<file path="src/rtl/bdpc_pkg.sv">
`default_nettype none

package bdpc_pkg;

   // fixed field widths
   localparam int NOW_WIDTH         = 32;
   localparam int LONG_WIDTH        = 16;
   localparam int DEBOUNCE_WIDTH    = 8;
   localparam int CSR_INDEX_WIDTH   = 8;
   localparam int CSR_DATA_WIDTH    = 16;

   // default timestamp width inside the block
   localparam int TIME_WIDTH_DEFAULT = 32;

   // register values after reset
   localparam logic [LONG_WIDTH-1:0]     LONG_PRESS_RESET = LONG_WIDTH'(1000);
   localparam logic [DEBOUNCE_WIDTH-1:0] DEBOUNCE_RESET   = DEBOUNCE_WIDTH'(20);

   // register indexes
   localparam logic [CSR_INDEX_WIDTH-1:0] CSR_LONG_PRESS_MS = CSR_INDEX_WIDTH'(0);
   localparam logic [CSR_INDEX_WIDTH-1:0] CSR_DEBOUNCE_MS   = CSR_INDEX_WIDTH'(1);

   // one poll of the pin
   typedef struct packed {
      logic                 pin_level;
      logic [NOW_WIDTH-1:0] now_ms;
   } poll_type;

   // input stage towards the classifier
   typedef struct packed {
      logic     valid;
      poll_type poll;
   } poll_stage_type;

   // one classified result
   typedef struct packed {
      logic short_press;
      logic long_held;
      logic long_once;
      logic raw_pressed;
   } result_type;

endpackage

`default_nettype wire

</file>
<file path="src/rtl/bdpc_if.sv">
`default_nettype none

// poll channel
interface bdpc_req_if import bdpc_pkg::*; ();
   logic                 valid;
   logic                 ready;
   logic                 pin_level;
   logic [NOW_WIDTH-1:0] now_ms;

   modport source (output valid, output pin_level, output now_ms, input ready);
   modport sink   (input valid, input pin_level, input now_ms, output ready);
endinterface

// result channel
interface bdpc_rsp_if import bdpc_pkg::*; ();
   logic valid;
   logic ready;
   logic short_press;
   logic long_held;
   logic long_once;
   logic raw_pressed;

   modport source (output valid, output short_press, output long_held,
                   output long_once, output raw_pressed, input ready);
   modport sink   (input valid, input short_press, input long_held,
                   input long_once, input raw_pressed, output ready);
endinterface

// register write channel
interface bdpc_csr_if import bdpc_pkg::*; ();
   logic                       valid;
   logic                       ready;
   logic [CSR_INDEX_WIDTH-1:0] index;
   logic [CSR_DATA_WIDTH-1:0]  data;

   modport source (output valid, output index, output data, input ready);
   modport sink   (input valid, input index, input data, output ready);
endinterface

`default_nettype wire

</file>
<file path="src/rtl/bdpc_in_stage.sv">
`default_nettype none

module bdpc_in_stage import bdpc_pkg::*; (
   input  wire logic           clock,
   input  wire logic           reset,
   input  wire logic           accept,
   input  wire logic           advance,
   input  wire poll_type       poll,
   output      poll_stage_type stage
);

   logic     valid_ff, valid_in;
   poll_type poll_ff, poll_in;

   // hold a transaction until the classifier takes it
   always_comb begin
      valid_in = valid_ff;
      poll_in  = poll_ff;
      if (advance) begin
         valid_in = 1'b0;
      end
      if (accept) begin
         valid_in = 1'b1;
         poll_in  = poll;
      end
   end

   always_ff @(posedge clock) begin
      if (reset) begin
         valid_ff <= 1'b0;
      end else begin
         valid_ff <= valid_in;
      end
      poll_ff <= poll_in;
   end

   assign stage.valid = valid_ff;
   assign stage.poll  = poll_ff;

endmodule

`default_nettype wire

</file>
<file path="src/rtl/bdpc_core.sv">
`default_nettype none

module bdpc_core import bdpc_pkg::*; #(
   parameter int TIME_WIDTH = TIME_WIDTH_DEFAULT
) (
   input  wire logic                       clock,
   input  wire logic                       reset,
   input  wire logic                       csr_write,
   input  wire logic [CSR_INDEX_WIDTH-1:0] csr_index,
   input  wire logic [CSR_DATA_WIDTH-1:0]  csr_data,
   input  wire logic                       advance,
   input  wire poll_type                   poll,
   output      result_type                 result
);

   logic [LONG_WIDTH-1:0]     long_press_ff, long_press_in;
   logic [DEBOUNCE_WIDTH-1:0] debounce_ff, debounce_in;

   logic                  stable_ff, stable_in;
   logic                  prev_raw_ff, prev_raw_in;
   logic [TIME_WIDTH-1:0] change_time_ff, change_time_in;
   logic                  press_active_ff, press_active_in;
   logic [TIME_WIDTH-1:0] press_start_ff, press_start_in;
   logic                  long_flag_ff, long_flag_in;
   logic                  long_rep_ff, long_rep_in;

   logic [TIME_WIDTH-1:0] now_t;
   logic [TIME_WIDTH-1:0] since_change;
   logic [TIME_WIDTH-1:0] since_press;
   logic                  raw;
   logic                  short_out;
   logic                  once_out;

   assign raw   = poll.pin_level;
   assign now_t = TIME_WIDTH'(poll.now_ms);

   // register writes, unknown indexes dropped
   always_comb begin
      long_press_in = long_press_ff;
      debounce_in   = debounce_ff;
      if (csr_write) begin
         unique case (csr_index)
            CSR_LONG_PRESS_MS: begin
               long_press_in = csr_data[LONG_WIDTH-1:0];
            end
            CSR_DEBOUNCE_MS: begin
               debounce_in = csr_data[DEBOUNCE_WIDTH-1:0];
            end
            default: begin
            end
         endcase
      end
   end

   // debounce and press classification for one poll
   always_comb begin
      stable_in       = stable_ff;
      prev_raw_in     = raw;
      change_time_in  = change_time_ff;
      press_active_in = press_active_ff;
      press_start_in  = press_start_ff;
      long_flag_in    = long_flag_ff;
      long_rep_in     = long_rep_ff;
      short_out       = 1'b0;
      once_out        = 1'b0;

      // long flag clears one poll after the debounced release
      if (stable_ff) begin
         long_flag_in = 1'b0;
         long_rep_in  = 1'b0;
      end

      // any raw edge restarts the stability timer
      if (raw != prev_raw_ff) begin
         change_time_in = now_t;
      end
      since_change = now_t - change_time_in;
      if (since_change > TIME_WIDTH'(debounce_ff)) begin
         stable_in = raw;
      end

      since_press = now_t - press_start_ff;

      // press start on debounced low
      if (!stable_in && !press_active_ff) begin
         press_active_in = 1'b1;
         press_start_in  = now_t;
      end

      // release, short if under the long time
      if (stable_in && press_active_ff) begin
         press_active_in = 1'b0;
         if (since_press < TIME_WIDTH'(long_press_ff)) begin
            short_out = 1'b1;
         end
      end

      // held past the long time
      if (press_active_ff && !stable_in) begin
         if (since_press > TIME_WIDTH'(long_press_ff)) begin
            long_flag_in = 1'b1;
            if (!long_rep_in) begin
               once_out    = 1'b1;
               long_rep_in = 1'b1;
            end
         end
      end
   end

   always_ff @(posedge clock) begin
      if (reset) begin
         long_press_ff   <= LONG_PRESS_RESET;
         debounce_ff     <= DEBOUNCE_RESET;
         stable_ff       <= 1'b1;
         prev_raw_ff     <= 1'b1;
         change_time_ff  <= '0;
         press_active_ff <= 1'b0;
         press_start_ff  <= '0;
         long_flag_ff    <= 1'b0;
         long_rep_ff     <= 1'b0;
      end else begin
         long_press_ff <= long_press_in;
         debounce_ff   <= debounce_in;
         if (advance) begin
            stable_ff       <= stable_in;
            prev_raw_ff     <= prev_raw_in;
            change_time_ff  <= change_time_in;
            press_active_ff <= press_active_in;
            press_start_ff  <= press_start_in;
            long_flag_ff    <= long_flag_in;
            long_rep_ff     <= long_rep_in;
         end
      end
   end

   assign result.short_press = short_out;
   assign result.long_held   = long_flag_in;
   assign result.long_once   = once_out;
   assign result.raw_pressed = ~raw;

   // a debounced low level always has a press running
   a_low_has_press: assert property (@(posedge clock) disable iff (reset)
      !stable_ff |-> press_active_ff)
      else $error("debounced low without an active press");

   // the one-shot flag is only set together with the long flag
   a_rep_has_flag: assert property (@(posedge clock) disable iff (reset)
      long_rep_ff |-> long_flag_ff)
      else $error("long press reported without long flag");

   // a short press and a long pulse never come from the same poll
   a_short_not_long: assert property (@(posedge clock) disable iff (reset)
      advance |-> !(short_out && once_out))
      else $error("short and long press in one poll");

   // the long pulse comes with the sticky flag
   a_once_with_held: assert property (@(posedge clock) disable iff (reset)
      (advance && once_out) |=> long_flag_ff)
      else $error("long pulse without sticky flag");

endmodule

`default_nettype wire

</file>
<file path="src/rtl/button_debounce_press_classifier_unit.sv">
// Debounced push button with short / long press classification.
//
// req_bus carries one poll per transaction: the raw active-low pin level and
// a wrapping millisecond timestamp. rsp_bus returns exactly one result per
// poll, in order: short_press, long_held, long_once and raw_pressed.
// csr_bus writes register 0 (long_press_ms) and register 1 (debounce_ms); it
// is always ready and writes to other indexes are dropped. The user must write
// registers only while no poll is in flight; the block does not enforce this.
//
// The poll is captured in the input register at the accepting edge and passes
// through the classifier into the result register, which drives rsp_bus.valid,
// once that register has room. Throughput is one poll per cycle while the
// receiver does not stall; the classifier updates its state as each poll moves on.
//
// Synchronous reset empties both stages and loads long_press_ms = 1000,
// debounce_ms = 20 and a released button state.
// When the receiver stalls, the result register holds, the input register
// fills behind it and req_bus.ready then drops until rsp_bus.ready returns.
`default_nettype none

module button_debounce_press_classifier_unit import bdpc_pkg::*; #(
   parameter int TIME_WIDTH = TIME_WIDTH_DEFAULT
) (
   input wire logic clock,
   input wire logic reset,
   bdpc_req_if.sink   req_bus,
   bdpc_rsp_if.source rsp_bus,
   bdpc_csr_if.sink   csr_bus
);

   poll_stage_type stage;
   poll_type       poll;
   result_type     result;
   result_type     rsp_data_ff, rsp_data_in;
   logic           rsp_valid_ff, rsp_valid_in;
   logic           accept;
   logic           advance;

   // transaction handshakes
   assign advance       = stage.valid && (!rsp_valid_ff || rsp_bus.ready);
   assign req_bus.ready = !stage.valid || advance;
   assign accept        = req_bus.valid && req_bus.ready;
   assign csr_bus.ready = 1'b1;

   assign poll.pin_level = req_bus.pin_level;
   assign poll.now_ms    = req_bus.now_ms;

   bdpc_in_stage u_in_stage (
      .clock   (clock),
      .reset   (reset),
      .accept  (accept),
      .advance (advance),
      .poll    (poll),
      .stage   (stage)
   );

   bdpc_core #(
      .TIME_WIDTH (TIME_WIDTH)
   ) u_core (
      .clock     (clock),
      .reset     (reset),
      .csr_write (csr_bus.valid && csr_bus.ready),
      .csr_index (csr_bus.index),
      .csr_data  (csr_bus.data),
      .advance   (advance),
      .poll      (stage.poll),
      .result    (result)
   );

   // result register
   always_comb begin
      rsp_valid_in = rsp_valid_ff;
      rsp_data_in  = rsp_data_ff;
      if (rsp_valid_ff && rsp_bus.ready) begin
         rsp_valid_in = 1'b0;
      end
      if (advance) begin
         rsp_valid_in = 1'b1;
         rsp_data_in  = result;
      end
   end

   always_ff @(posedge clock) begin
      if (reset) begin
         rsp_valid_ff <= 1'b0;
      end else begin
         rsp_valid_ff <= rsp_valid_in;
      end
      rsp_data_ff <= rsp_data_in;
   end

   assign rsp_bus.valid       = rsp_valid_ff;
   assign rsp_bus.short_press = rsp_data_ff.short_press;
   assign rsp_bus.long_held   = rsp_data_ff.long_held;
   assign rsp_bus.long_once   = rsp_data_ff.long_once;
   assign rsp_bus.raw_pressed = rsp_data_ff.raw_pressed;

   // a poll only moves on when the result register has room
   a_no_overwrite: assert property (@(posedge clock) disable iff (reset)
      (rsp_valid_ff && !rsp_bus.ready) |-> !advance)
      else $error("result register overwritten while stalled");

   // a poll accepted into an empty pipe reaches the result register
   a_latency: assert property (@(posedge clock) disable iff (reset)
      (accept && !stage.valid && !rsp_valid_ff) |=> ##1 rsp_valid_ff)
      else $error("result missing after accepted poll");

   // a taken result with nothing behind it leaves the output empty
   a_drain: assert property (@(posedge clock) disable iff (reset)
      (rsp_valid_ff && rsp_bus.ready && !stage.valid) |=> !rsp_valid_ff)
      else $error("result repeated");

endmodule

`default_nettype wire

</file>
<file path="src/flat_wrapper.sv">
// flat-port wrapper written by rule: the top's interface ports become plain ports
module button_debounce_press_classifier_unit_flat import bdpc_pkg::*;
#(
   parameter int TIME_WIDTH = TIME_WIDTH_DEFAULT
)
  (clock, reset, req_bus_valid, req_bus_pin_level, req_bus_now_ms, req_bus_ready, rsp_bus_valid, rsp_bus_short_press, rsp_bus_long_held, rsp_bus_long_once, rsp_bus_raw_pressed, rsp_bus_ready, csr_bus_valid, csr_bus_index, csr_bus_data, csr_bus_ready);
  bdpc_req_if req_bus_i ();
  bdpc_rsp_if rsp_bus_i ();
  bdpc_csr_if csr_bus_i ();
  input wire logic clock;
  input wire logic reset;
  input wire logic [$bits(req_bus_i.valid)-1:0] req_bus_valid;
  input wire logic [$bits(req_bus_i.pin_level)-1:0] req_bus_pin_level;
  input wire logic [$bits(req_bus_i.now_ms)-1:0] req_bus_now_ms;
  output wire logic [$bits(req_bus_i.ready)-1:0] req_bus_ready;
  output wire logic [$bits(rsp_bus_i.valid)-1:0] rsp_bus_valid;
  output wire logic [$bits(rsp_bus_i.short_press)-1:0] rsp_bus_short_press;
  output wire logic [$bits(rsp_bus_i.long_held)-1:0] rsp_bus_long_held;
  output wire logic [$bits(rsp_bus_i.long_once)-1:0] rsp_bus_long_once;
  output wire logic [$bits(rsp_bus_i.raw_pressed)-1:0] rsp_bus_raw_pressed;
  input wire logic [$bits(rsp_bus_i.ready)-1:0] rsp_bus_ready;
  input wire logic [$bits(csr_bus_i.valid)-1:0] csr_bus_valid;
  input wire logic [$bits(csr_bus_i.index)-1:0] csr_bus_index;
  input wire logic [$bits(csr_bus_i.data)-1:0] csr_bus_data;
  output wire logic [$bits(csr_bus_i.ready)-1:0] csr_bus_ready;
  assign req_bus_i.valid = req_bus_valid;
  assign req_bus_i.pin_level = req_bus_pin_level;
  assign req_bus_i.now_ms = req_bus_now_ms;
  assign req_bus_ready = req_bus_i.ready;
  assign rsp_bus_valid = rsp_bus_i.valid;
  assign rsp_bus_short_press = rsp_bus_i.short_press;
  assign rsp_bus_long_held = rsp_bus_i.long_held;
  assign rsp_bus_long_once = rsp_bus_i.long_once;
  assign rsp_bus_raw_pressed = rsp_bus_i.raw_pressed;
  assign rsp_bus_i.ready = rsp_bus_ready;
  assign csr_bus_i.valid = csr_bus_valid;
  assign csr_bus_i.index = csr_bus_index;
  assign csr_bus_i.data = csr_bus_data;
  assign csr_bus_ready = csr_bus_i.ready;
  button_debounce_press_classifier_unit #(.TIME_WIDTH(TIME_WIDTH)) u_core (.clock(clock), .reset(reset), .req_bus(req_bus_i), .rsp_bus(rsp_bus_i), .csr_bus(csr_bus_i));
endmodule
</file>
<file path="config.mk">
export PLATFORM = sky130hd
export DESIGN_NAME = button_debounce_press_classifier_unit_flat
export DESIGN_NICKNAME = d
export VERILOG_FILES = /design/src/rtl/bdpc_pkg.sv /design/src/rtl/bdpc_if.sv /design/src/rtl/bdpc_in_stage.sv /design/src/rtl/bdpc_core.sv /design/src/rtl/button_debounce_press_classifier_unit.sv /design/src/flat_wrapper.sv
export SDC_FILE = /design/constraint.sdc
export NUM_CORES = 1
export LEC_CHECK = 0
export BUFFER_PORTS_ARGS = -buffer_cell sky130_fd_sc_hd__buf_2
export CAP_MARGIN = 10
export CORE_ASPECT_RATIO = 0.5
export CORE_UTILIZATION = 50
export DETAILED_ROUTE_END_ITERATION = 10
export GPL_TIMING_DRIVEN = 0
export PLACE_DENSITY = 0.68
export SLEW_MARGIN = 0
export SYNTH_ARGS = -nofsm -noshare
export SYNTH_HDL_FRONTEND = slang
export SYNTH_SLANG_ARGS = --single-unit
</file>
<file path="constraint.sdc">
create_clock -name clock -period 8.2 [get_ports clock]
set_input_delay 0.41 -clock clock [delete_from_list [all_inputs] [get_ports clock]]
set_output_delay 0.41 -clock clock [all_outputs]
set_load 0.05 [all_outputs]
</file>
==> impl_metrics.json, run 1 <==
{
  "dp_cells": 1542,
  "path_buf_inv": 6,
  "dp_slack_ns": -0.686,
  "drt_first_pass_iters": 5,
  "start_util_pct": 51.3,
  "synth-seq-cells": 132,
  "synth_cells": 1210,
  "cp-end-kind": "flop",
  "via_count": 9329,
  "run_status": "finished, final reports clean",
  "max_freq_mhz": 130,
  "io_buffers": 66,
  "pin_count": 69,
  "final_util_pct": 57.7,
  "regToRegSetupSlack_ns": 0.49,
  "finalWirelength_um": 29000,
  "rsz0062_at_grt": "no",
  "cpMostUsedCell": "ha_1",
  "maxSlewHeadroom_pct": 33.2,
  "area_delta_synth_final_pct": 12.4,
  "finalClockSkew_ns": 0.0113,
  "ys_seq_area_share_pct": 30.0,
  "drive_gt1_share_pct": 9.79,
  "dp_hpwl_um": 22900,
  "worst_pin_slew_ns": 0.988,
  "ys_types": 77,
  "cts_buffers": 17,
  "overflow": 0,
  "power.total_uw": 2130,
  "worstRegToRegCells": 29,
  "insertion_delay_ns": 0.43,
  "htreeDepth": 4,
  "final_antenna_net_count": 0,
  "core_um2": 19600,
  "grt_pass1_wl_um": 45900,
  "pwr-share-comb_pct": 31.4,
  "rows": 36,
  "drc": 0,
  "leakage_uw": 0.00440,
  "slew_viol_final": 0,
  "cp_max_fo": 19,
  "syn-num-nets": 1352,
  "die_h_um": 102,
  "critPathSlowestCell": "or4_1",
  "hold_start": "req_bus_now_ms[0]",
  "required_ns": 8.55,
  "gp_congestion": 0.948,
  "p_sw_share_pct": 36.7,
  "hold_path_end": "u_core.u_in_stage.stage[0]",
  "period_share_pct": 94.0,
  "dieArea_um2": 20700,
  "postCtsSetupBuffers": 0,
  "seqPwrFrac_pct": 34.1,
  "track_usage_pct": 28.8,
  "syn_area_um2": 10100,
  "min_path_type": "input port to flop",
  "hold_viol": 0,
  "post-route-worst-setup-slack_ns": 0.495,
  "min_period_ns": 7.71,
  "setup_viol_count_final": 0,
  "critical_path_class": "flop to flop",
  "async_flop_share_pct": 0,
  "wire_per_inst_um": 18.4,
  "r2r-start": "u_core.u_in_stage.stage[32]",
  "cts_root_buffer": "clkbuf_16",
  "cp-start-kind": "flop",
  "p_per_area_nw_per_um2": 188,
  "cts.sinks": 132,
  "max_stage_delay_ns": 0.51,
  "vias_per_cell": 5.93,
  "p_clk_share_pct": 34.5,
  "final_nets": 1436,
  "grt_max_degree": 34,
  "die_w_um": 203,
  "clk_pin_slew_worst_paths_ns": 0.07,
  "grt_pass1_vias": 8650,
  "reg2reg_to": "u_core.u_core.press_active_ff",
  "hold_ws_ns": 0.149,
  "drtIter0Drc": 598,
  "startpoint": "u_core.u_in_stage.stage[32]",
  "ctsLongestPathBuffers": 2,
  "ir_drop_mv": 0.136,
  "intPower_uw": 1350,
  "tritoncts": "done",
  "postCtsHoldBufs": 0,
  "ys_dominant_reg_cell": "dfxtp_1",
  "whs_path_depth": 1,
  "arrival_ns": 8.06,
  "fin_cells": 1574,
  "antenna_found_initial": 0,
  "ys_warn_count": 0,
  "syn_avg_cell_area_um2": 8.31,
  "crit_family": "simple AND/OR/NAND/NOR gates",
  "p_sw_uw": 781,
  "synth_edf_count": 37,
  "drv_cap": 0
}
-- Yosys cell counts, types with 12 or more instances --
library cell	number	area, um2
nand2b_1	82	513
nand2_1	84	315
ha_1	79	988
xnor2_1	35	307
a31oi_1	17	106
xor2_1	12	105
nor3_1	22	110
o211ai_1	13	97.6
nand3_1	29	145
a211oi_1	34	255
o21a_1	15	113
a21o_1	24	180
o21ai_0	52	260
nor2b_1	17	106
a211o_1	17	149
clkbuf_1	52	195
nor2_1	108	405
a21oi_1	82	410
edfxtp_1	37	1110
inv_1	76	285
dfxtp_1	95	1900
mux2i_1	73	731
nand4_1	21	131
-- worst max path at each step --
stage                                    end  cells past startpoint
4_1_cts        u_core.u_core.press_active_ff                     29
3_5_place_dp   u_core.u_core.press_active_ff                     29
2_1_floorplan  u_core.u_core.press_active_ff                     29
3_3_place_gp   u_core.u_core.press_active_ff                     29
6_report       u_core.u_core.press_active_ff                     29
5_1_grt        u_core.u_core.press_active_ff                     30
-- layout make-up --
cell class,count,area [um2]
clock inverters,15,135
diodes,1,2.50
fillers,1809,8290
flip-flops and latches,132,3010
clock buffers,17,425
well taps,266,333
multi-input cells,932,6460
inverters,76,285
repair buffers,66,330
plain buffers,69,323
-- flip-flops by register name, summed over array words and instances, names as in the netlist --
name and count:
u_core.rsp_bus.short_press 1, u_core.u_core.press_active_ff 1, u_core.u_core.stable_ff 1, u_core.rsp_bus.raw_pressed 1
u_core.u_core.long_press_ff 16, u_core.rsp_bus.long_held 1, u_core.u_in_stage.valid_ff 1, u_core.u_core.long_rep_ff 1
u_core.u_core.long_flag_ff 1, u_core.u_core.debounce_ff 8, u_core.u_core.press_start_ff 32, u_core.u_in_stage.stage 33
u_core.u_core.change_time_ff 32, u_core.u_core.prev_raw_ff 1, u_core.rsp_bus.valid 1, u_core.rsp_bus.long_once 1
-- cell usage in the layout (no fill, tap or decap), drive strengths merged, types with 5 or more instances in the layout --
| cell | instances |
|---|---|
| nor2 | 108 |
| dfxtp | 95 |
| inv | 87 |
| nand2 | 84 |
| nand2b | 82 |
| a21oi | 82 |
| buf | 81 |
| ha | 79 |
| mux2i | 73 |
| clkbuf | 71 |
| o21ai | 54 |
| edfxtp | 37 |
| xnor2 | 35 |
| a211oi | 34 |
| nand3 | 29 |
| a21o | 24 |
| nor3 | 22 |
| nand4 | 21 |
| nor2b | 17 |
| a31oi | 17 |
| a211o | 17 |
| o21a | 15 |
| o211ai | 13 |
| xor2 | 13 |
| nor4 | 9 |
| o21bai | 8 |
| o211a | 5 |
| and3 | 5 |
| a2111oi | 5 |
| mux2 | 5 |
-- per-layer routing --
| metal | global-route usage (%) | vias up | part of all wire (%) | wire length (um) |
|---|---|---|---|---|
| met3 | 6.89 | 36 | 7.0 | 2030 |
| met2 | 43.7 | 282 | 41 | 11900 |
| li1 | - | 4569 | - | - |
| met4 | 8.10 | 0 | 1.4 | 405 |
| met5 | 0 | - | 0 | 0 |
| met1 | 40.7 | 4442 | 50 | 14600 |
-- what timing repair did --
item	in CTS	in global routing
gates resized for setup	3	6
gates cloned	0	0
setup endpoints to repair	39	2
hold endpoints to repair	0	0
-- cell families after synthesis --
kind of cell | after synthesis | synth area share, %
AND/OR/NAND/NOR | 391 | 19.2
AO/OA/AOI/OAI | 331 | 22.4
buffers and inverters | 146 | 6.02
flip-flops | 132 | 30.0
adder cells (fa/ha/maj) | 83 | 10.3
multiplexers | 78 | 7.82
XOR/XNOR | 48 | 4.25
other | 1 | 0.0373
-- through the flow --
stage          area (um2)  TNS (ns)
2_1_floorplan       10100         0
3_3_place_gp        10700     -6.30
3_5_place_dp        10700     -9.09
4_1_cts             11300         0
5_1_grt             11300         0
6_report            11300         0
-- power by group through the flow --
stage | clock network (uW) | logic (uW) | registers, uW
2_1_floorplan | 0 | 475 | 735
3_3_place_gp | 0 | 643 | 739
3_5_place_dp | 0 | 650 | 740
4_1_cts | 744 | 655 | 726
5_1_grt | 769 | 740 | 730
6_report | 735 | 669 | 727
(Power assumes the default switching activity.)
==> run 2, diff against run 1 <==
--- a/config.mk
+++ b/config.mk
@@ -9,3 +9,3 @@
 export CAP_MARGIN = 10
-export CORE_ASPECT_RATIO = 0.5
+export CORE_ASPECT_RATIO = 1.5
 export CORE_UTILIZATION = 50
==> constraint.sdc (replaced) <==
create_clock -name clock -period 8.2 [get_ports clock]
set_input_delay 0 -clock clock [delete_from_list [all_inputs] [get_ports clock]]
set_output_delay 0 -clock clock [all_outputs]
set_load 0.05 [all_outputs]
==> run 2 against run 1 <==
Compared with the run above: non-clock buffer count is 54 higher; sequential share of layout area is 1.2 points lower; largest cell class unchanged; critical endpoint unchanged; core utilization is 2.3 points higher; fmax is 2.0% higher; via count is 0.17% higher; worst hold slack worse by 0.068 ns.
==> impl_metrics.json, run 2 (synthesized netlist as in run 1, its figures left out) <==
{
  "run_status": "finished, final reports clean",
  "period_share_pct": 92.1,
  "final_antenna_net_count": 0,
  "arrival_ns": 7.89,
  "hold_ws_ns": 0.0815,
  "pin_count": 69,
  "tns_ns": 0,
  "p_sw_uw": 728,
  "die_h_um": 176,
  "cp-start-kind": "flop",
  "hold_viol": 0,
  "worstRegToRegCells": 29,
  "whs_path_depth": 3,
  "leakage_uw": 0.00462,
  "dp_hpwl_um": 22400,
  "largest_reg_flops": 33,
  "start_util_pct": 51.0,
  "clk_pin_slew_worst_paths_ns": 0.06,
  "core_um2": 19700,
  "drive_gt1_share_pct": 9.04,
  "grt_max_degree": 34,
  "max_stage_delay_ns": 0.50,
  "finalWirelength_um": 29200,
  "max_freq_mhz": 132,
  "p_per_area_nw_per_um2": 180,
  "slew_viol_final": 0,
  "regArea_um2": 3010,
  "area_delta_synth_final_pct": 17.5,
  "post-route-worst-setup-slack_ns": 0.645,
  "final_common_cell": "nor2_1",
  "p_clk_share_pct": 34.2,
  "drv_cap": 0,
  "postCtsSetupBuffers": 0,
  "crit_family": "simple AND/OR/NAND/NOR gates",
  "drc": 0,
  "n_fill_cell": 1782,
  "min_period_ns": 7.56,
  "p_sw_share_pct": 34.1,
  "diodes": 0,
  "cp_max_fo": 19,
  "critical_path_depth": 29,
  "cp-end-kind": "flop",
  "multi_input_area_um2": 6450,
  "rsz0062_at_grt": "no",
  "setup_viol_count_final": 0,
  "grt_pass1_vias": 9211,
  "intPower_uw": 1410,
  "ir_drop_mv": 0.142,
  "overflow": 0,
  "htreeDepth": 4,
  "final_util_pct": 60.0,
  "cts_root_buffer": "clkbuf_16",
  "dp_slack_ns": -0.328,
  "wire_per_inst_um": 18.0,
  "cts_buffers": 17,
  "ctsLongestPathBuffers": 2,
  "gp_congestion": 0.941,
  "final_nets": 1490,
  "path_buf_inv": 6,
  "rows": 63,
  "vias_per_cell": 5.76,
  "cts.sinks": 132,
  "dieArea_um2": 20700,
  "grt_pass1_wl_um": 47200,
  "via_count": 9345,
  "final_cell_mix": "nor2_1 (108), dfxtp_1 (95), nand2_1 (84)",
  "insertion_delay_ns": 0.43,
  "maxSlewHeadroom_pct": 40.6,
  "min_path_type": "input port to flop",
  "tritoncts": "done",
  "critical_path_class": "flop to flop",
  "finalClockSkew_ns": 0.0103,
  "drt_first_pass_iters": 5,
  "required_ns": 8.53,
  "io_buffers": 66,
  "drtIter0Drc": 631,
  "die_w_um": 118,
  "critPathSlowestCell": "nor4_1",
  "seqPwrFrac_pct": 34.2,
  "track_usage_pct": 29.1,
  "power.total_uw": 2130,
  "worst_pin_slew_ns": 0.891,
  "antenna_found_initial": 0,
  "pwr-share-comb_pct": 31.7
}
-- run 2: final timing paths --
check	slack, ns	to	start
worst max-delay path	0.64	u_core.u_core.press_active_ff	u_core.u_in_stage.stage[32]
worst min-delay path	0.08	u_core.u_core.press_start_ff[9]	reset
worst max register to register	0.64	u_core.u_core.press_active_ff	u_core.u_in_stage.stage[32]
worst min register to register	0.47	u_core.u_core.change_time_ff[31]	u_core.u_core.change_time_ff[31]
-- run 2: per-stage QoR --
stage,cells,cell area (um2)
6_report,1621,11800
3_5_place_dp,1536,10700
2_1_floorplan,1210,10100
4_1_cts,1622,11800
3_3_place_gp,1536,10700
5_1_grt,1621,11800
-- run 2: power by group through the flow --
stage               Combinational [uW]  Clock (uW)  Sequential (uW)
global placement                   638           0              742
detailed placement                 642           0              743
CTS                                665         737              729
finish                             676         729              729
global route                       749         770              732
floorplan                          475           0              735
-- run 2: area by class of cell --
| class | count | share of cell area, % |
|---|---|---|
| multi-input combinational | 932 | 54.6 |
| clock buffer | 23 | 4.04 |
| inverter | 76 | 2.41 |
| buffer | 69 | 2.69 |
| tap | 260 | 2.75 |
| clock inverter | 9 | 0.656 |
| sequential | 132 | 25.5 |
| timing repair buffer | 120 | 7.37 |
-- run 2: layer usage --
layer	global-route usage, %	share of wire [%]
met1	31.7	40
met2	55.6	54
met3	3.64	3.1
met4	12.6	2.8
met5	0	0
-- run 2: timing repair --
action	4_1_cts	5_1_grt
hold buffers	54	0
gates resized for setup	1	2
endpoints found under the hold margin	59	0
setup endpoints to repair	2	2
gates cloned	0	0
-- run 2: worst reg2reg max path: cells and delay by family (launching register included) --
| family | cells | cell delay [ns] |
|---|---|---|
| simple gates | 7 | 1.86 |
| compound gates | 10 | 1.76 |
| buf+inv | 6 | 1.56 |
| fa+ha+maj | 4 | 1.02 |
| mux | 1 | 0.50 |
| xor+xnor | 1 | 0.39 |
| flops | 1 | 0.37 |
